==> config.mk <==
export PLATFORM = sky130hd
export DESIGN_NAME = lfp_lane
export DESIGN_NICKNAME = d
export VERILOG_FILES = /design/src/rtl/lfp_pkg.sv /design/src/rtl/lfp_lane.sv
export SDC_FILE = /design/constraint.sdc
export NUM_CORES = 1
export LEC_CHECK = 0
export BUFFER_PORTS_ARGS = -buffer_cell sky130_fd_sc_hd__buf_2
export CAP_MARGIN = 20
export CORE_AREA = 2 2 45 47
export DETAILED_ROUTE_END_ITERATION = 7
export DIE_AREA = 0 0 47 49
export PLACE_DENSITY_LB_ADDON = 0.12
export SYNTH_ARGS = -nofsm -noshare
export SYNTH_HDL_FRONTEND = slang
export SYNTH_SLANG_ARGS = --single-unit
==> constraint.sdc <==
create_clock -name clk -period 2.4 [get_ports clk]
set_input_delay 0.24 -clock clk [delete_from_list [all_inputs] [get_ports clk]]
set_output_delay 0.24 -clock clk [all_outputs]
set_load 0.01 [all_outputs]
==> src/rtl/lfp_pkg.sv <==
package lfp_pkg;

  localparam int SENSOR_MAX       = 8;
  localparam int SENSOR_COUNT_DEF = 8;
  localparam int SENSOR_W         = 16;
  localparam int ERR_W            = 3;
  localparam int DELTA_W          = ERR_W + 1;
  localparam int INTEG_W          = 16;
  localparam int GAIN_W           = 16;
  localparam int DRIVE_W          = 8;
  localparam int CFG_IDX_W        = 3;
  localparam int CFG_DATA_W       = 16;

  localparam logic [CFG_IDX_W-1:0] REG_THRESHOLD = 3'd0;
  localparam logic [CFG_IDX_W-1:0] REG_BASE      = 3'd1;
  localparam logic [CFG_IDX_W-1:0] REG_TRIM      = 3'd2;
  localparam logic [CFG_IDX_W-1:0] REG_GAIN_P    = 3'd3;
  localparam logic [CFG_IDX_W-1:0] REG_GAIN_D    = 3'd4;
  localparam logic [CFG_IDX_W-1:0] REG_GAIN_I    = 3'd5;

  localparam logic [SENSOR_W-1:0]       THRESHOLD_RST = 16'd1000;
  localparam logic signed [DRIVE_W-1:0] BASE_RST      = 8'sd40;
  localparam logic signed [DRIVE_W-1:0] TRIM_RST      = 8'sd0;
  localparam logic [GAIN_W-1:0]         GAIN_P_RST    = 16'd768;
  localparam logic [GAIN_W-1:0]         GAIN_D_RST    = 16'd256;
  localparam logic [GAIN_W-1:0]         GAIN_I_RST    = 16'd26;

  typedef struct packed {
    logic [SENSOR_W-1:0] sensor_0;
    logic [SENSOR_W-1:0] sensor_1;
    logic [SENSOR_W-1:0] sensor_2;
    logic [SENSOR_W-1:0] sensor_3;
    logic [SENSOR_W-1:0] sensor_4;
    logic [SENSOR_W-1:0] sensor_5;
    logic [SENSOR_W-1:0] sensor_6;
    logic [SENSOR_W-1:0] sensor_7;
  } frame_t;

  typedef struct packed {
    logic signed [ERR_W-1:0]   line_error;
    logic signed [DRIVE_W-1:0] left_drive;
    logic signed [DRIVE_W-1:0] right_drive;
  } result_t;

  typedef struct packed {
    logic [CFG_IDX_W-1:0]  index;
    logic [CFG_DATA_W-1:0] value;
  } cfg_beat_t;

  typedef struct packed {
    logic [SENSOR_W-1:0]       detect_threshold;
    logic signed [DRIVE_W-1:0] base_speed;
    logic signed [DRIVE_W-1:0] right_trim;
    logic [GAIN_W-1:0]         gain_p;
    logic [GAIN_W-1:0]         gain_d;
    logic [GAIN_W-1:0]         gain_i;
  } cfg_regs_t;

  typedef struct packed {
    logic signed [ERR_W-1:0]   line_error;
    logic signed [DELTA_W-1:0] err_delta;
    logic signed [INTEG_W-1:0] integral;
  } err_beat_t;

endpackage

==> src/rtl/lfp_lane.sv <==
module lfp_lane import lfp_pkg::*; (
  input  logic                clk,
  input  logic                load,
  input  logic [SENSOR_W-1:0] reading,
  input  logic [SENSOR_W-1:0] threshold,
  output logic                hit
);

  always_ff @(posedge clk) begin
    if (load) begin
      hit <= reading > threshold;
    end
  end

endmodule

# Word-level counts from Yosys, hierarchy flattened
# Cells that the tools add are included.
[op_classes]
magnitude_cmp = 1
[op_table]
columns = ["op", "n"]
rows = [
  ["$gt A16 B16 Y1", 1],
]
[totals]
elab_cells = 2
reg_bits = 1
inputBits = 34
output_inout_bits = 1

# Longest topological paths before layout
# Gate-level depths: netlist of the first run.
[depth]
depth_word = 1
ltp_mapped = 6
depth_no_buf = 6

# Worst setup path after synthesis of the first run
# OpenSTA, ideal clock, no wires.
[synth_timing]
path_type = "in2reg"
from = "in threshold[14]"
to = "reg hit (data pin)"
t_arrival_ns = 1.348
slack_ns = 0.793
setup_ns = 0.259
required_time_ns = 2.141
path_stages = 6
path_buffers = 0
cell_sequence = "inv_1 -> ha_1 -> a21oi_1 -> nand2_1 -> a221o_1 -> o31a_1"
[synth_between]
elab_chain_cells = 1
[synth_rtl]
columns = ["item", "line_no", "source"]
rows = [
  ["from (decl)", "lfp_lane.sv:5", "input logic [SENSOR_W-1:0] threshold,"],
  ["$gt A16 B16 Y1", "lfp_lane.sv:11", "hit <= reading > threshold;"],
  ["to (signal assigned)", "lfp_lane.sv:11", ""],
  ["to (decl)", "lfp_lane.sv:6", "output logic hit"],
]
# No other way between the ends.
# A chain may end at the register's enable or synchronous reset.

# Worst setup path after layout of the first run
[layout_timing]
from = "in reading[14]"
to = "reg hit (data pin)"
[layout_between]
elab_chain_cells = 1
[layout_rtl]
columns = ["item", "line_no", "source"]
rows = [
  ["from (decl)", "lfp_lane.sv:4", "input logic [SENSOR_W-1:0] reading,"],
  ["$gt A16 B16 Y1", "lfp_lane.sv:11", ""],
]
# No other way between the ends.

==> results of run 1 <==
## metal layers
| metal | global-route usage | routed length (µm) | vias to the layer above |
|---|---|---|---|
| li1 | - | - | 265 |
| met1 | 0.0938 | 378 | 195 |
| met4 | 0 | 0 | 0 |
| met2 | 0.153 | 473 | 17 |
| met5 | 0 | 0 | - |
| met3 | 0 | 54 | 0 |
## stage by stage
stage	hold slack, ps	cell area, µm²	setup WS, ps
floorplan	352	437	793
global placement	442	641	649
detailed placement	441	641	629
CTS	440	641	622
global route	447	641	542
finish	440	641	637
## placed cells by master, fill, tap and decap left out, drive strengths merged
cell    netlist  routed
and2          1       1
o21ai         2       2
a221o         1       1
a21oi         6       6
nand2         3       3
nand4         3       3
nand3         2       2
nor2b         1       1
nor2          1       1
inv          16      16
o31a          1       1
ha           16      16
a21boi        1       1
nor4          1       1
a21o          1       1
buf           0      34
edfxtp        1       1
## worst max-delay path, cell delays in order
cell	delay [ps]
buf_2	100
ha_1	310
a21oi_1	160
nand2_1	70
a221o_1	340
o31a_1	290
## final cells by class
cell class / instances / area, µm²
flip-flops and latches: 1 / 30.0
repair buffers: 34 / 170
fillers: 211 / 1200
well taps: 27 / 33.8
inverters: 16 / 60.1
multi-input cells: 40 / 347
## power by group
group / internal [mW] / leakage [nW] / switching [mW] / total [mW]
logic: 0.0462 / 0.387 / 0.0381 / 0.0843
registers: 0.0222 / 0.00973 / 0.000314 / 0.0225
clock network: 0 / 0 / 0 / 0
## worst paths after layout
path                   startpoint   to  slack (ps)
worst max-delay path  reading[14]  hit         640
worst min-delay path         load  hit         440
## cells by family (layout without fill, tap and decap cells)
logic type / count (synthesis) / count (layout) / share of synthesized area
buf+inv: 16 / 50 / 0.138
compound gates: 12 / 12 / 0.178
fa+ha+maj: 16 / 16 / 0.458
simple gates: 12 / 12 / 0.158
flops: 1 / 1 / 0.0688
==> impl_metrics.ini, run 1 <==
[outcome]
outcome = finished clean

[worst_setup_path]
worst_setup_path_end_kind = flip-flop
start_kind = primary input
worstPathRequired_ps = 2140
worstSetupPathType = in2reg
crit_arrival_ps = 1500
cp_max_fo = 3

[drt]
viasPerCell = 4.04
via_count = 477
first_pass_iters = 2
ant_nets = 0
drt-wirelength-per-cell_um = 7.67
drt_iter0_markers = 2
drt_wl_total_um = 905
drc = 0

[grt]
grt_pass1_vias = 386
antenna_found_initial = 0
grt.overflow.total = 0
grt_max_degree = 4
grt_pass1_wl_mm = 1.43
grt.total_usage = 0.0775

[pwr]
p_leak_nw = 0.397
max-vdd-ir-drop_mv = 0.0574
p_total_mw = 0.107
p_per_area_mw_per_mm2 = 167

[cells_and_area]
regMostFlops = hit
final_nets = 143
area_growth_syn_to_layout_pct = 46.7
insertedDiodeCount = 0
reg_top3 = hit (1)
drive_gt1_frac = 0.396
layout.cells.non_filler = 118
postLayoutCoreUtil = 0.348
largest_reg_flops = 1

[min_path]
hp-class = in2reg
min_path_cells = 1

[die]
dieArea_mm2 = 0.00230
die_h_um = 49
core_area_mm2 = 0.00184
die_x_um = 47
ios = 35
core.rowCount = 16
start_util = 0.237

[clocking]
clk_pin_slew_worst_paths_ps = 0
cts_setup_buffers = 0
cts-resized-gates = 0
ctsHoldBuffers = 0

[sta]
fmax_mhz = 567
period_minus_slack_ps = 1760
fin_setup_tns_ps = 0
rsz0062_at_grt = false
fin_crit_sh = 0.735
max_slew_margin = 0.838
drv_slew = 0
hold_viol = 0
finalSetupViolCount = 0
worst_pin_slew_ps = 241

[place]
hpwl_um = 898
placed_cells_incl_taps = 118
portBuffers = 34
place.gp.congestion = 0.699

[logic_synthesis]
synthTopCellsByCount = ha_1, inv_1, a21oi_1, nand2_1, nand4_1
synth_top_cell_by_area = ha_1
syn_area_um2 = 437
synthCells = 57
synth.area.top_cells = ha_1, inv_1, a21oi_1
synth-seq-cells = 1
synth-edff-count = 1
synth_async_sr_flop_share = 0
synth_nets = 107
synth_top_cell_area_share = 0.458
yosysWarnings = 0
synthFlopType = edfxtp_1
syn-mean-instance-area_um2 = 7.66
synth.distinct_cells = 16
ys_seq_area_frac = 0.0688

[job]
max-cap-violations = 0
(Power assumes the default switching activity.)
==> run 2, diff against run 1 <==
==> constraint.sdc (replaced) <==
create_clock -name clk -period 1.7 [get_ports clk]
set_input_delay 0.17 -clock clk [delete_from_list [all_inputs] [get_ports clk]]
set_output_delay 0.17 -clock clk [all_outputs]
set_load 0.01 [all_outputs]
==> run 2 against run 1 <==
  * Wire length up 13%
  * Worst setup slack worse by 580 ps
  * Cell count up 1.7%
  * Cell area up 8.2%
  * Critical endpoint unchanged
  * Highest routed layer unchanged
  * Sequential cell count unchanged
==> impl_metrics.ini, run 2 (same netlist as run 1, synthesis figures left out) <==
[worst_setup_path]
crit_arrival_ps = 1380
worstSetupPathType = in2reg
worst_setup_path_end_kind = flip-flop
worstPathRequired_ps = 1440
cp_max_fo = 3
start_kind = primary input

[sta]
rsz0062_at_grt = false
drv_slew = 0
period_minus_slack_ps = 1640
max_slew_margin = 0.821
fin_crit_sh = 0.964
fin_setup_tns_ps = 0
fmax_mhz = 610
hold_viol = 0
finalSetupViolCount = 0
worst_pin_slew_ps = 267

[pwr]
power.share.combinational = 0.808
p_per_area_mw_per_mm2 = 243
p_sw_mw = 0.0614
sequentialPowerShare = 0.192
max-vdd-ir-drop_mv = 0.120
internal_power_mw = 0.107
power_frac_clock = 0
switching_share = 0.365
p_leak_nw = 0.405

[drt]
ant_nets = 0
viasPerCell = 4.28
first_pass_iters = 4
drc = 0
drt_wl_total_mm = 1.02
drt-wirelength-per-cell_um = 8.51
drt_iter0_markers = 8
via_count = 513

[min_path]
min_to = hit
hp-class = in2reg
min_path_cells = 1
worstHoldStart = load

[clocking]
clk_pin_slew_worst_paths_ps = 0
ctsHoldBuffers = 0
cts_setup_buffers = 0
cts-resized-gates = 0

[place]
post_dp_cell_area_um2 = 656
place.gp.congestion = 0.671
portBuffers = 34
hpwl_um = 904

[grt]
grt.total_usage = 0.0853
grt_pass1_vias = 432
grt_pass1_wl_mm = 1.60
grt_max_degree = 4
grt.overflow.total = 0
antenna_found_initial = 0

[cells_and_area]
regMostFlops = hit
area_growth_syn_to_layout_pct = 58.7
drive_gt1_frac = 0.452
final_nets = 145
insertedDiodeCount = 0
final_cell_mix = buf_2, inv_1, ha_1
largest_reg_flops = 1
reg_top3 = hit (1)
final_common_cell = buf_2
fin_area_um2 = 693

[job]
max-cap-violations = 0

[die]
start_util = 0.237
dieArea_mm2 = 0.00230
ios = 35
die_h_um = 49
die_x_um = 47
core.rowCount = 16
core_area_mm2 = 0.00184

[outcome]
outcome = finished clean
run 2: metal layers:
metal	GRT usage	routed length (µm)	vias to the layer above
met5	0	0	-
met4	0	0	0
met3	0	65	0
met2	0.155	512	19
met1	0.116	443	224
li1	-	-	270
run 2: worst max path at each step:
stage	from	to	slack (ps)	cells after the start
finish	reading[12]	hit	60	6
global route	threshold[11]	hit	4	7
CTS	reading[14]	hit	9	6
detailed placement	reading[14]	hit	8	6
global placement	reading[14]	hit	20	6
floorplan	threshold[14]	hit	160	6
run 2: final cells by class:
class,instances,area (µm²)
fill,209,1150
inverter,16,60.1
multi-input combinational,40,384
sequential,1,30.0
tap,27,33.8
timing repair buffer,36,185
run 2: per-stage QoR:
| step | instances | power (mW) | util | hold slack [ps] | setup slack, ps |
|---|---|---|---|---|---|
| floorplan | 57 | 0.0988 | - | 282 | 163 |
| global placement | 120 | 0.158 | 0.356 | 379 | 18.5 |
| detailed placement | 120 | 0.158 | 0.356 | 386 | 8.38 |
| CTS | 120 | 0.159 | 0.356 | 387 | 9.43 |
| global route | 120 | 0.189 | 0.376 | 386 | 4.25 |
| finish | 120 | 0.168 | 0.376 | 382 | 60.7 |
run 2: power by group through the flow:
stage                     clock (mW)  combinational, mW  sequential [mW]
after global routing               0              0.157           0.0322
final                              0              0.136           0.0322
after CTS                          0              0.127           0.0321
after detailed placement           0              0.126           0.0321
after global placement             0              0.126           0.0321
after floorplan                    0             0.0651           0.0337
run 2: critical path, stage by stage:
cell,delay [ps]
buf_2,100
ha_1,290
nand4_1,150
nor2_1,70
a221o_1,320
o31a_1,290
==> run 3, diff against run 2 <==
--- a/config.mk
+++ b/config.mk
@@ -11,6 +11,7 @@
 export DETAILED_ROUTE_END_ITERATION = 7
 export DIE_AREA = 0 0 47 49
 export PLACE_DENSITY_LB_ADDON = 0.12
+export SETUP_SLACK_MARGIN = 0.1
 export SYNTH_ARGS = -nofsm -noshare
 export SYNTH_HDL_FRONTEND = slang
 export SYNTH_SLANG_ARGS = --single-unit
==> run 3 against run 2 <==
  * Combinational power rose by 25%
  * Cell count grew 1.7%
  * Sequential share of layout area is 0.59 points lower
  * Worst hold slack is essentially flat
  * Worst setup slack gained 66 ps
  * Wire length rose by 15%
  * Critical path type unchanged
  * Critical endpoint unchanged
  * Largest power group unchanged
==> impl_metrics.ini, run 3 (same netlist as run 1, synthesis figures left out) <==
[pwr]
p_total_mw = 0.203
p_leak_nw = 0.412
p_per_area_mw_per_mm2 = 252
max-vdd-ir-drop_mv = 0.121

[sta]
max_slew_margin = 0.824
rsz0062_at_grt = true
fin_setup_tns_ps = 0
hold_viol = 0
drv_slew = 0
fin_ws_ps = 126
worst_pin_slew_ps = 262
whs_ps = 382
finalSetupViolCount = 0
fmax_mhz = 636
period_minus_slack_ps = 1570
fin_crit_sh = 0.926

[min_path]
hp-class = in2reg
min_path_cells = 1

[drt]
ant_nets = 0
drt_iter0_markers = 9
viasPerCell = 4.21
via_count = 514
drt_wl_total_mm = 1.18
drt-wirelength-per-cell_um = 9.64
drc = 0
first_pass_iters = 3

[grt]
grt_pass1_wl_mm = 1.78
grt.total_usage = 0.0982
grt_max_degree = 4
antenna_found_initial = 0
grt_pass1_vias = 481
grt.overflow.total = 0

[worst_setup_path]
cp_num_buf_inv = 1
worstPathRequired_ps = 1440
critical-path-top-delay-family = compound AO/OA/AOI/OAI gates
cp_slowest_stage_delay_ps = 320
endpoint = hit
crit_arrival_ps = 1310
critPathLaunch = reading[6]
start_kind = primary input
worst_setup_path_end_kind = flip-flop
slowest_stage = a221o_1
critical_path_depth = 6
crit_chain = buf_2 -> ha_1 -> nand2_2 -> o21ai_1 -> a221o_1 -> o31a_1
worstSetupPathType = in2reg
cp_max_fo = 2

[place]
post-place-ws_ps = 8.38
hpwl_um = 904
placed_cells_incl_taps = 120
post_dp_cell_area_um2 = 656
portBuffers = 34
place.gp.congestion = 0.671

[die]
die_h_um = 49
core_area_mm2 = 0.00184
die_x_um = 47
core.rowCount = 16
ios = 35
start_util = 0.237
dieArea_mm2 = 0.00230

[cells_and_area]
regMostFlops = hit
regArea_um2 = 30.0
largest_reg_flops = 1
final_nets = 147
fin_area_um2 = 803
insertedDiodeCount = 0
nFillCells = 197
area_growth_syn_to_layout_pct = 84.0
layout.cells.non_filler = 122
final_common_cell = buf_2
postLayoutCoreUtil = 0.436
reg_top3 = hit (1)
drive_gt1_frac = 0.621
final_cell_mix = buf_2, inv_1, ha_4
multiInputGateArea_um2 = 473

[outcome]
outcome = finished clean

[job]
max-cap-violations = 0

[clocking]
clk_pin_slew_worst_paths_ps = 0
==> run 3: per-layer routing <==
| metal | global-route usage | vias to the layer above | part of all wire |
|---|---|---|---|
| met5 | 0 | - | 0 |
| met4 | 0 | 0 | 0 |
| met3 | 0 | 0 | 0.058 |
| met2 | 0.196 | 17 | 0.55 |
| met1 | 0.116 | 224 | 0.39 |
| li1 | - | 273 | - |
==> run 3: timing repair <==
item	CTS	global route
setup buffers	2	0
setup endpoints to repair	1	1
hold buffers	0	0
pin swaps	5	7
resized for setup	19	2
==> run 3: how the worst min path moves through the flow <==
stage,end,slack [ps],startpoint
after floorplan,hit,280,load
after global routing,hit,390,load
final,hit,380,load
after CTS,hit,390,load
after detailed placement,hit,390,load
after global placement,hit,380,load
==> run 3: power by group <==
group / switching, mW / total (mW) / internal [mW]
Clock: 0 / 0 / 0
Sequential: 0.000858 / 0.0322 / 0.0313
Combinational: 0.0747 / 0.170 / 0.0956
Total: 0.0756 / 0.203 / 0.127
==> run 3: layout make-up <==
cell class,instances,share of cell area
Multi-Input combinational cell,40,0.589
Timing Repair Buffer,38,0.257
Inverter,16,0.0748
Tap cell,27,0.0421
Sequential cell,1,0.0374
