File: config.mk
export PLATFORM = sky130hd
export DESIGN_NAME = lfp_merge
export DESIGN_NICKNAME = d
export VERILOG_FILES = /design/src/rtl/lfp_pkg.sv /design/src/rtl/lfp_merge.sv
export SDC_FILE = /design/constraint.sdc
export NUM_CORES = 1
export LEC_CHECK = 0
export BUFFER_PORTS_ARGS = -buffer_cell sky130_fd_sc_hd__buf_2
export CORE_ASPECT_RATIO = 1.25
export CORE_MARGIN = 10
export CORE_UTILIZATION = 45
export DETAILED_ROUTE_END_ITERATION = 8
export SYNTH_ARGS = -nofsm -noshare
export SYNTH_HDL_FRONTEND = slang
export SYNTH_SLANG_ARGS = --single-unit
File: constraint.sdc
create_clock -name clk -period 4.6 [get_ports clk]
set_input_delay 0.46 -clock clk [delete_from_list [all_inputs] [get_ports clk]]
set_output_delay 0.46 -clock clk [all_outputs]
set_load 0.05 [all_outputs]
File: src/rtl/lfp_pkg.sv
package lfp_pkg;

  localparam int SENSOR_MAX       = 8;
  localparam int SENSOR_COUNT_DEF = 8;
  localparam int SENSOR_W         = 16;
  localparam int ERR_W            = 3;
  localparam int DELTA_W          = ERR_W + 1;
  localparam int INTEG_W          = 16;
  localparam int GAIN_W           = 16;
  localparam int DRIVE_W          = 8;
  localparam int CFG_IDX_W        = 3;
  localparam int CFG_DATA_W       = 16;

  localparam logic [CFG_IDX_W-1:0] REG_THRESHOLD = 3'd0;
  localparam logic [CFG_IDX_W-1:0] REG_BASE      = 3'd1;
  localparam logic [CFG_IDX_W-1:0] REG_TRIM      = 3'd2;
  localparam logic [CFG_IDX_W-1:0] REG_GAIN_P    = 3'd3;
  localparam logic [CFG_IDX_W-1:0] REG_GAIN_D    = 3'd4;
  localparam logic [CFG_IDX_W-1:0] REG_GAIN_I    = 3'd5;

  localparam logic [SENSOR_W-1:0]       THRESHOLD_RST = 16'd1000;
  localparam logic signed [DRIVE_W-1:0] BASE_RST      = 8'sd40;
  localparam logic signed [DRIVE_W-1:0] TRIM_RST      = 8'sd0;
  localparam logic [GAIN_W-1:0]         GAIN_P_RST    = 16'd768;
  localparam logic [GAIN_W-1:0]         GAIN_D_RST    = 16'd256;
  localparam logic [GAIN_W-1:0]         GAIN_I_RST    = 16'd26;

  typedef struct packed {
    logic [SENSOR_W-1:0] sensor_0;
    logic [SENSOR_W-1:0] sensor_1;
    logic [SENSOR_W-1:0] sensor_2;
    logic [SENSOR_W-1:0] sensor_3;
    logic [SENSOR_W-1:0] sensor_4;
    logic [SENSOR_W-1:0] sensor_5;
    logic [SENSOR_W-1:0] sensor_6;
    logic [SENSOR_W-1:0] sensor_7;
  } frame_t;

  typedef struct packed {
    logic signed [ERR_W-1:0]   line_error;
    logic signed [DRIVE_W-1:0] left_drive;
    logic signed [DRIVE_W-1:0] right_drive;
  } result_t;

  typedef struct packed {
    logic [CFG_IDX_W-1:0]  index;
    logic [CFG_DATA_W-1:0] value;
  } cfg_beat_t;

  typedef struct packed {
    logic [SENSOR_W-1:0]       detect_threshold;
    logic signed [DRIVE_W-1:0] base_speed;
    logic signed [DRIVE_W-1:0] right_trim;
    logic [GAIN_W-1:0]         gain_p;
    logic [GAIN_W-1:0]         gain_d;
    logic [GAIN_W-1:0]         gain_i;
  } cfg_regs_t;

  typedef struct packed {
    logic signed [ERR_W-1:0]   line_error;
    logic signed [DELTA_W-1:0] err_delta;
    logic signed [INTEG_W-1:0] integral;
  } err_beat_t;

endpackage

File: src/rtl/lfp_merge.sv
module lfp_merge import lfp_pkg::*; #(
  parameter int SENSOR_COUNT = SENSOR_COUNT_DEF
) (
  input  logic                    clk,
  input  logic                    rst,
  input  logic                    in_valid,
  output logic                    in_ready,
  input  logic [SENSOR_COUNT-1:0] hits,
  output logic                    out_valid,
  input  logic                    out_ready,
  output err_beat_t               out_beat
);

  localparam int HALF = SENSOR_COUNT / 2;
  localparam logic signed [INTEG_W:0] INTEG_MAX = (INTEG_W+1)'((1 << (INTEG_W - 1)) - 1);
  localparam logic signed [INTEG_W:0] INTEG_MIN = (INTEG_W+1)'(-(1 << (INTEG_W - 1)));

  logic signed [ERR_W-1:0]   previous_error;
  logic signed [INTEG_W-1:0] error_integral;
  logic signed [ERR_W-1:0]   left_err;
  logic                      left_found;
  logic [ERR_W-1:0]          right_mag;
  logic                      right_found;
  logic signed [ERR_W-1:0]   err;
  logic signed [INTEG_W:0]   sum_wide;
  logic signed [INTEG_W-1:0] sum_sat;
  logic signed [DELTA_W-1:0] delta;
  logic                      load;

  assign in_ready = !out_valid || out_ready;
  assign load     = in_valid && in_ready;

  always_comb begin
    left_err   = '0;
    left_found = 1'b0;
    for (int i = HALF - 1; i >= 0; i--) begin
      if (hits[i]) begin
        left_err   = ERR_W'(HALF - 1 - i);
        left_found = 1'b1;
      end
    end
    right_mag   = '0;
    right_found = 1'b0;
    for (int j = HALF; j < SENSOR_COUNT; j++) begin
      if (hits[j]) begin
        right_mag   = ERR_W'(j - HALF);
        right_found = 1'b1;
      end
    end
    err = left_found ? left_err : '0;
    if (right_found && ($signed({err[ERR_W-1], err}) < $signed({1'b0, right_mag}))) begin
      err = ERR_W'(DELTA_W'(0) - {1'b0, right_mag});
    end
  end

  always_comb begin
    sum_wide = (INTEG_W+1)'(error_integral) + (INTEG_W+1)'(err);
    if (sum_wide > INTEG_MAX) begin
      sum_sat = INTEG_MAX[INTEG_W-1:0];
    end else if (sum_wide < INTEG_MIN) begin
      sum_sat = INTEG_MIN[INTEG_W-1:0];
    end else begin
      sum_sat = sum_wide[INTEG_W-1:0];
    end
    delta = DELTA_W'(err) - DELTA_W'(previous_error);
  end

  always_ff @(posedge clk) begin
    if (rst) begin
      out_valid      <= 1'b0;
      previous_error <= '0;
      error_integral <= '0;
    end else begin
      if (in_ready) begin
        out_valid <= in_valid;
      end
      if (load) begin
        previous_error <= err;
        error_integral <= sum_sat;
      end
    end
  end

  always_ff @(posedge clk) begin
    if (load) begin
      out_beat.line_error <= err;
      out_beat.err_delta  <= delta;
      out_beat.integral   <= sum_sat;
    end
  end

endmodule

# Yosys cells after proc, flatten, opt, wreduce, memory -nomap -nowiden
# Cells that the tools add are included.
# W data, S select, Z words.
# classes
n_reduce_logical,4
n_mux,18
n_addsub,3
order_cmp,3
# op_table
op,n
$mux W16,2
$mux W3,6
$add A16 B3 Y17,1
$gt A17 B16 Y1 const B,1
$lt A17 B16 Y1 const B,1
$mux W1,10
$lt A3 B4 Y1,1
$sub A3 B3 Y4,1
$sub A1 B3 Y3 const A,1
$logic_and A1 B1 Y1,2
$logic_not A1 Y1,1
$logic_or A1 B1 Y1,1
# word_totals
out_inout_bits,25
elab_cells,34
inputBits,12
register_bits,43

# Depth between registers and ports, before layout
# Gate-level depths: netlist of the first run.
# depth
depth_word,12
depth_mapped,18
ltp_nobuf,16

# Least setup slack after synthesis of the first run
# No wires, ideal clock.
# synth_path
path_kind,input-to-reg
from,in hits[1]
to,reg out_beat[1] (netlist name) (data pin)
slack_ns,0.990
arrival_ns,3.463
path_buffers,2
setup_time_ns,0.146
path_stages,16
path_cell_list,inv_1 nand2_1 ha_1 or2_2 o22a_1 inv_1 ha_1 inv_1 fa_1 or3_1 buf_6 a21boi_4 o21ai_4 o32a_4 buf_6 a21oi_1
# synth_via
elab_chain_cells,10
elab_cells_between_ends,13
classes_between,1 x add/sub; 3 x order compare; 8 x mux; 1 x reduce/logical
# synth_rtl
element,line_no,rtl
from (decl),lfp_merge.sv:8,"input logic [SENSOR_COUNT-1:0] hits,"
$mux W3 / $mux W1 (equally long branches) (2 in a row),lfp_merge.sv:37,if (hits[i]) begin
$mux W3 *,lfp_merge.sv:50,err = left_found ? left_err : '0;
$lt A3 B4 Y1,lfp_merge.sv:51,"if (right_found && ($signed({err[ERR_W-1], err}) < $signed({1'b0, right_mag}))) begin"
$logic_and A1 B1 Y1,lfp_merge.sv:51,
$mux W3 *,lfp_merge.sv:51,
named net err[0],lfp_merge.sv:24,logic signed [ERR_W-1:0] err;
$add A16 B3 Y17 *,lfp_merge.sv:57,sum_wide = (INTEG_W+1)'(error_integral) + (INTEG_W+1)'(err);
$lt A17 B16 Y1,lfp_merge.sv:60,end else if (sum_wide < INTEG_MIN) begin
$mux W16,lfp_merge.sv:60,
$mux W16 *,lfp_merge.sv:58,if (sum_wide > INTEG_MAX) begin
named net sum_sat[1],lfp_merge.sv:26,logic signed [INTEG_W-1:0] sum_sat;
to (decl),lfp_merge.sv:11,output err_beat_t out_beat
# The timed path passes the listed nets; every way through them passes the cells marked *.
# A chain may end at the register's enable or synchronous reset.

# Final worst setup path of the first run
# layout_path
from,in hits[1]
to,reg error_integral[7]
# layout_via
elab_chain_cells,10
elab_cells_between_ends,13
classes_between,1 x add/sub; 3 x order compare; 8 x mux; 1 x reduce/logical
# layout_rtl
element,line_no,rtl
$mux W3 / $mux W1 (equally long branches) (2 in a row),lfp_merge.sv:37,
$mux W3 *,lfp_merge.sv:50,
$lt A3 B4 Y1,lfp_merge.sv:51,
$logic_and A1 B1 Y1,lfp_merge.sv:51,
$mux W3 *,lfp_merge.sv:51,
named net err[1],lfp_merge.sv:24,
$add A16 B3 Y17 *,lfp_merge.sv:57,
$lt A17 B16 Y1,lfp_merge.sv:60,
$mux W16,lfp_merge.sv:60,
$mux W16 *,lfp_merge.sv:58,
to (signal assigned),lfp_merge.sv:79,error_integral <= sum_sat;
to (decl),lfp_merge.sv:19,logic signed [INTEG_W-1:0] error_integral;
# Marks and branches as above.

==> impl_metrics.env, run 1 <==
export IMPL_syn_cell_area_um2=2749
export IMPL_async_flop_share_pct=0
export IMPL_met3_usage_pct=3.140
export IMPL_worstRegToRegCells=9
export IMPL_synth_edf_count=23
export IMPL_crit_fanout=12
export IMPL_postRouteWirelength_um=6055
export IMPL_coreArea_um2=5857
export IMPL_initial_core_util_pct=46.93
export IMPL_final_common_cell="nand2_1"
export IMPL_ctsHoldBuffers=0
export IMPL_grt_usage_pct=12.55
export IMPL_rrSetupSlack_ns=1.59
export IMPL_grt_pass1_wl_um=10230
export IMPL_vias=2247
export IMPL_cts_tree="yes"
export IMPL_fp_dieH_um=107.4
export IMPL_synth_nets=319
export IMPL_insertedDiodeCount=0
export IMPL_critPathLaunchType="input pin"
export IMPL_wl_per_cell_um=15.02
export IMPL_h_tree_depth=2
export IMPL_yosysUniqueCellTypes=56
export IMPL_cp_arrival_ns=4.12
export IMPL_status="completed"
export IMPL_yosysSeqAreaShare_pct=39.69
export IMPL_drive_gt1_share_pct=20.87
export IMPL_clock_path_buffers=2
export IMPL_setup_viol=0
export IMPL_ir_worst_vdd_mv=0.1664
export IMPL_ant_nets=0
export IMPL_hpwl_um=4315
export IMPL_power_leakage_nw=1.150
export IMPL_grtUsageMet2_pct=21.10
export IMPL_rsz0062_at_grt="false"
export IMPL_clkSinkCount=43
export IMPL_viasPerCell=5.576
export IMPL_path_class="in2reg"
export IMPL_synth_area_per_cell_um2=9.224
export IMPL_fmax_ghz=0.2553
export IMPL_r2r_start="error_integral[0]"
export IMPL_antenna_found_initial=0
export IMPL_min_period_over_period_pct=85.14
export IMPL_crit_required_ns=4.80
export IMPL_hold_depth=3
export IMPL_cts_resized=0
export IMPL_yosys_warnings=0
export IMPL_dieWidth_um=89.91
export IMPL_cts_root_buffer="clkbuf_8"
export IMPL_dr_pass1_iters=6
export IMPL_first_global_vias=2074
export IMPL_critical_path_max_stage_delay_ns=0.48
export IMPL_drcViolationCount=0
export IMPL_drt_first_iter_violations=164
export IMPL_final_cell_mix="nand2_1 (42), buf_2 (35), nor2_1 (34)"
export IMPL_numCtsBuffers=5
export IMPL_syn_inst=298
export IMPL_relSlewSlack_pct=33.88
export IMPL_grt_max_degree=53
export IMPL_drv_cap=0
export IMPL_boundaryPins=37
export IMPL_finalSetupTns_ns=0
export IMPL_cp_slowest_cell="a31oi_4"
export IMPL_clkSlewWorstSetupHoldPaths_ns=0.08
export IMPL_hp_class="in2reg"
export IMPL_crit_chain="buf_2 -> inv_1 -> nand2_1 -> ha_1 -> or2_2 -> a21oi_1 -> mux2_2 -> ha_1 -> a2111oi_2 -> nand3_1 -> nor3_2 -> o21ai_0 -> a31oi_4 -> nand2_1 -> a311oi_2"
export IMPL_timing_final_hold_violations=0
export IMPL_gp_congestion=0.8296
export IMPL_gr_usage_met1_pct=15.30
export IMPL_r2r_end="error_integral[7]"
export IMPL_num_rows=31
export IMPL_worst_setup_path_end_kind="register"
export IMPL_grt_ovfl_total=0
export IMPL_hp_start="in_valid"
export IMPL_whs_endpoint="out_valid"
export IMPL_grt_busiest_layer="met2"
export IMPL_clock_latency_ns=0.29
export IMPL_n_fill_cell=552
export IMPL_fin_crit_ns=3.916
export IMPL_tightest_slew_ns=0.9917
export IMPL_ys_ff_latch=43
export IMPL_cellPowerDensity_nw_per_um2=454.4
export IMPL_power_mw=1.362
export IMPL_synth_top_flop_cell="edfxtp_1"
export IMPL_dieArea_um2=9654
export IMPL_fin_nets=341
export IMPL_cts_setup_buffers=0
export IMPL_port_buffers=35
export IMPL_skew_ns=0.003768
export IMPL_slew_viol_final=0
export IMPL_area_delta_synth_final_pct=9.012
==> registers in the layout, summed over array words and instances (netlist names) <==
name	flops
previous_error	3
error_integral	16
out_beat	23
out_valid	1
==> logic make-up (layout without fill, tap and decap cells) <==
family	after synthesis	count (layout)	share of synthesized area, %
xor+xnor	14	14	4.460
fa+ha+maj	9	9	4.643
compound gates	65	65	20.39
simple gates	122	122	21.35
buf+inv	37	60	6.508
flops	43	43	39.69
mux	8	8	2.959
==> how the worst max path moves through the flow <==
stage,to,slack (ns),cells after the start,from
2_1_floorplan,out_beat[1],0.99,16,hits[1]
3_3_place_gp,error_integral[14],0.40,16,hits[1]
3_5_place_dp,error_integral[14],0.36,15,hits[1]
4_1_cts,error_integral[14],0.68,15,hits[1]
5_1_grt,error_integral[13],0.28,15,hits[1]
6_report,error_integral[7],0.68,15,hits[1]
==> synthesized netlist by cell type (2+ instances only) <==
library cell	instances	area share (%)
fa_1	2	1.5
xor2_1	4	1.3
a2111oi_0	3	0.96
o21ai_0	8	1.5
o211ai_1	2	0.55
inv_1	15	2.0
buf_2	8	1.5
ha_1	7	3.2
clkbuf_1	8	1.1
buf_6	4	1.6
nand2_2	3	0.68
edfxtp_1	23	25
a31oi_1	8	1.8
nor4_1	6	1.4
nand2b_1	2	0.46
a211oi_1	2	0.55
a311oi_1	6	1.9
nand2_1	42	5.7
nor2_1	34	4.6
or3_1	3	0.68
a21oi_1	14	2.5
nand4_1	3	0.68
mux2i_1	7	2.5
xnor2_1	10	3.2
dfxtp_1	20	15
nand3_1	6	1.1
and3_1	4	0.91
a311oi_2	6	3.3
nor3_1	6	1.1
o21a_1	2	0.55
nor2b_1	4	0.91
or2_2	2	0.46
==> routing by layer <==
metal,share of wire [%],vias to the layer above
met3,6.0,8
met1,44,1058
met2,48,59
met4,1.6,0
met5,0,-
li1,-,1122
==> layout make-up <==
cell class	count	area (um2)	area share (%)
Multi-Input combinational cell	218	1479	49.35
Tap cell	82	102.6	3.424
Timing Repair Buffer	36	182.7	6.096
Inverter	16	60.06	2.004
Clock buffer	6	72.57	2.422
Clock inverter	2	8.758	0.2923
Sequential cell	43	1091	36.41
==> power breakdown <==
group	internal, mW	total [mW]	switching [mW]
Combinational	0.187	0.585	0.398
Sequential	0.491	0.547	0.0556
Clock	0.105	0.230	0.125
Total	0.782	1.36	0.579
==> metrics by stage <==
| stage | hold slack [ns] | cells | util [%] | worst slack [ns] | area, um2 |
|---|---|---|---|---|---|
| after detailed placement | 0.4503 | 395 | 49.78 | 0.3620 | 2915 |
| after CTS | 0.4064 | 403 | 51.16 | 0.6752 | 2997 |
| final | 0.4081 | 403 | 51.16 | 0.6837 | 2997 |
| after global placement | 0.4452 | 395 | 49.78 | 0.4041 | 2915 |
| after global routing | 0.4150 | 403 | 51.16 | 0.2822 | 2997 |
| after floorplan | 0.4363 | 298 | - | 0.9904 | 2749 |
==> worst max-delay path: cells and delay by family <==
kind | cells | cell delay (ns)
adders and majority gates | 2 | 0.50
and+or+nand+nor | 5 | 1.05
AOI/OAI and AO/OA | 5 | 1.50
muxes | 1 | 0.43
buffers and inverters | 2 | 0.16
Note: power is estimated with default switching activity, not from simulation.
==> run 2: changes to the inputs <==
Settings changed: RECOVER_POWER set to 50.
==> run 2 against run 1 <==
Effect of this change: sequential share of layout area increased by 0.40 points; clock-buffer cell count unchanged; largest power group unchanged; the flow now finishes with violations (capacitance limit, slew limit); combinational power decreased by 2%.
==> impl_metrics.env, run 2 (synthesis results as in run 1) <==
export IMPL_fp_dieH_um=107.4
export IMPL_fmax_ghz=0.2513
export IMPL_largestRegisters="out_beat x23, error_integral x16, previous_error x3"
export IMPL_numCtsBuffers=5
export IMPL_tightest_slew_ns=1.808
export IMPL_boundaryPins=37
export IMPL_ctsHoldBuffers=0
export IMPL_critPathLaunchType="input pin"
export IMPL_insertedDiodeCount=0
export IMPL_ir_worst_vdd_mv=0.1665
export IMPL_cts_resized=0
export IMPL_final_cell_mix="nand2_1 (42), nor2_1 (34), clkbuf_1 (27)"
export IMPL_path_class="in2reg"
export IMPL_h_tree_depth=2
export IMPL_cellPowerDensity_nw_per_um2=456.5
export IMPL_area_delta_synth_final_pct=7.829
export IMPL_cts_tree="yes"
export IMPL_grt_usage_pct=12.55
export IMPL_first_global_vias=2074
export IMPL_r2r_end="error_integral[7]"
export IMPL_setup_ws_ns=0.6212
export IMPL_sw_frac_of_total_pct=42.99
export IMPL_grt_pass1_wl_um=10230
export IMPL_crit_required_ns=4.79
export IMPL_crit_fanout=12
export IMPL_p_seq_share_pct=40.5
export IMPL_worstRegToRegCells=9
export IMPL_comb_power_share_pct=42.4
export IMPL_clock_path_buffers=2
export IMPL_hpwl_um=4315
export IMPL_fin_crit_ns=3.979
export IMPL_drt_first_iter_violations=193
export IMPL_drcViolationCount=0
export IMPL_drv_cap=1
export IMPL_n_fill_cell=573
export IMPL_whs_endpoint="out_valid"
export IMPL_min_period_over_period_pct=86.50
export IMPL_power_internal_uw=771.4
export IMPL_hp_start="in_valid"
export IMPL_postRouteWirelength_um=6070
export IMPL_slew_viol_final=53
export IMPL_clkSinkCount=43
export IMPL_skew_ns=0.004174
export IMPL_status="finished with violations"
export IMPL_rsz0062_at_grt="false"
export IMPL_cts_root_buffer="clkbuf_8"
export IMPL_viasPerCell=5.491
export IMPL_drive_gt1_share_pct=12.15
export IMPL_largest_register="out_beat"
export IMPL_hold_slack_ns=0.4080
export IMPL_initial_core_util_pct=46.93
export IMPL_r2r_start="error_integral[0]"
export IMPL_final_common_cell="nand2_1"
export IMPL_fin_nets=341
export IMPL_grt_max_degree=53
export IMPL_violations="capacitance limit, slew limit"
export IMPL_vias=2213
export IMPL_dr_pass1_iters=4
export IMPL_power_leakage_nw=1.080
export IMPL_gp_congestion=0.8296
export IMPL_timing_final_hold_violations=0
export IMPL_rrSetupSlack_ns=1.59
export IMPL_hold_depth=3
export IMPL_p_clk_share_pct=17.0
export IMPL_wl_per_cell_um=15.06
export IMPL_clkSlewWorstSetupHoldPaths_ns=0.08
export IMPL_worst_setup_path_end_kind="register"
export IMPL_setup_viol=0
export IMPL_clock_latency_ns=0.29
export IMPL_cts_setup_buffers=0
export IMPL_num_rows=31
export IMPL_ant_nets=0
export IMPL_port_buffers=35
export IMPL_hp_class="in2reg"
export IMPL_dieArea_um2=9654
export IMPL_antenna_found_initial=0
export IMPL_dieWidth_um=89.91
export IMPL_design_area_um2=2964
export IMPL_placed_cell_area_um2=2915
export IMPL_coreArea_um2=5857
export IMPL_relSlewSlack_pct=-20.52
export IMPL_p_sw_uw=581.8
export IMPL_power_mw=1.353
export IMPL_finalSetupTns_ns=0
export IMPL_largest_reg_flops=23
export IMPL_cp_arrival_ns=4.17
export IMPL_grt_ovfl_total=0
export IMPL_pre_cts_ws_ns=0.3620
==> run 2: worst max-delay path by stage <==
stage / end / slack (ns) / from / depth (start not counted)
after floorplan: out_beat[1] / 0.99 / hits[1] / 16
after global placement: error_integral[14] / 0.40 / hits[1] / 16
after detailed placement: error_integral[14] / 0.36 / hits[1] / 15
after CTS: error_integral[14] / 0.68 / hits[1] / 15
after global routing: error_integral[13] / 0.19 / hits[1] / 15
final: error_integral[7] / 0.62 / hits[1] / 15
==> run 2: power groups by stage <==
stage               Sequential (mW)  Clock, mW  Combinational, mW
floorplan                     0.669          0              0.372
global placement              0.555          0              0.584
detailed placement            0.555          0              0.588
global route                  0.559      0.253              0.632
CTS                           0.546      0.237              0.590
finish                        0.548      0.231              0.574
==> run 2: final cells by class <==
cell class / instances / area (um2) / share of cell area, %
clock buffer: 6 / 72.57 / 2.448
tap: 82 / 102.6 / 3.461
clock inverter: 2 / 8.758 / 0.2955
timing repair buffer: 36 / 150.1 / 5.065
sequential: 43 / 1091 / 36.81
multi-input combinational: 218 / 1479 / 49.89
inverter: 16 / 60.06 / 2.026
==> run 2: through the flow <==
step	std cells	utilization (%)
2_1_floorplan	298	-
3_3_place_gp	395	49.78
3_5_place_dp	395	49.78
4_1_cts	403	51.16
5_1_grt	403	50.61
6_report	403	50.61
==> run 2: worst max-delay path, stage by stage <==
cell and delay (ns):
buf_2 0.10, inv_1 0.06, nand2_1 0.07, ha_1 0.18
or2_2 0.31, a21oi_1 0.13, mux2_1 0.46, ha_1 0.34
a2111oi_2 0.38, nand3_1 0.18, nor3_2 0.32, o21ai_0 0.22
a31oi_4 0.48, nand2_1 0.17, a311oi_2 0.29
==> run 2: metal layers <==
metal / GRT usage, % / vias to the layer above / share of wire (%) / wire, um
met5: 0 / - / 0 / 0
met4: 4.328 / 0 / 1.6 / 99
met3: 3.140 / 8 / 4.9 / 298
met2: 21.10 / 43 / 48 / 2893
met1: 15.30 / 1041 / 46 / 2778
li1: - / 1121 / - / -
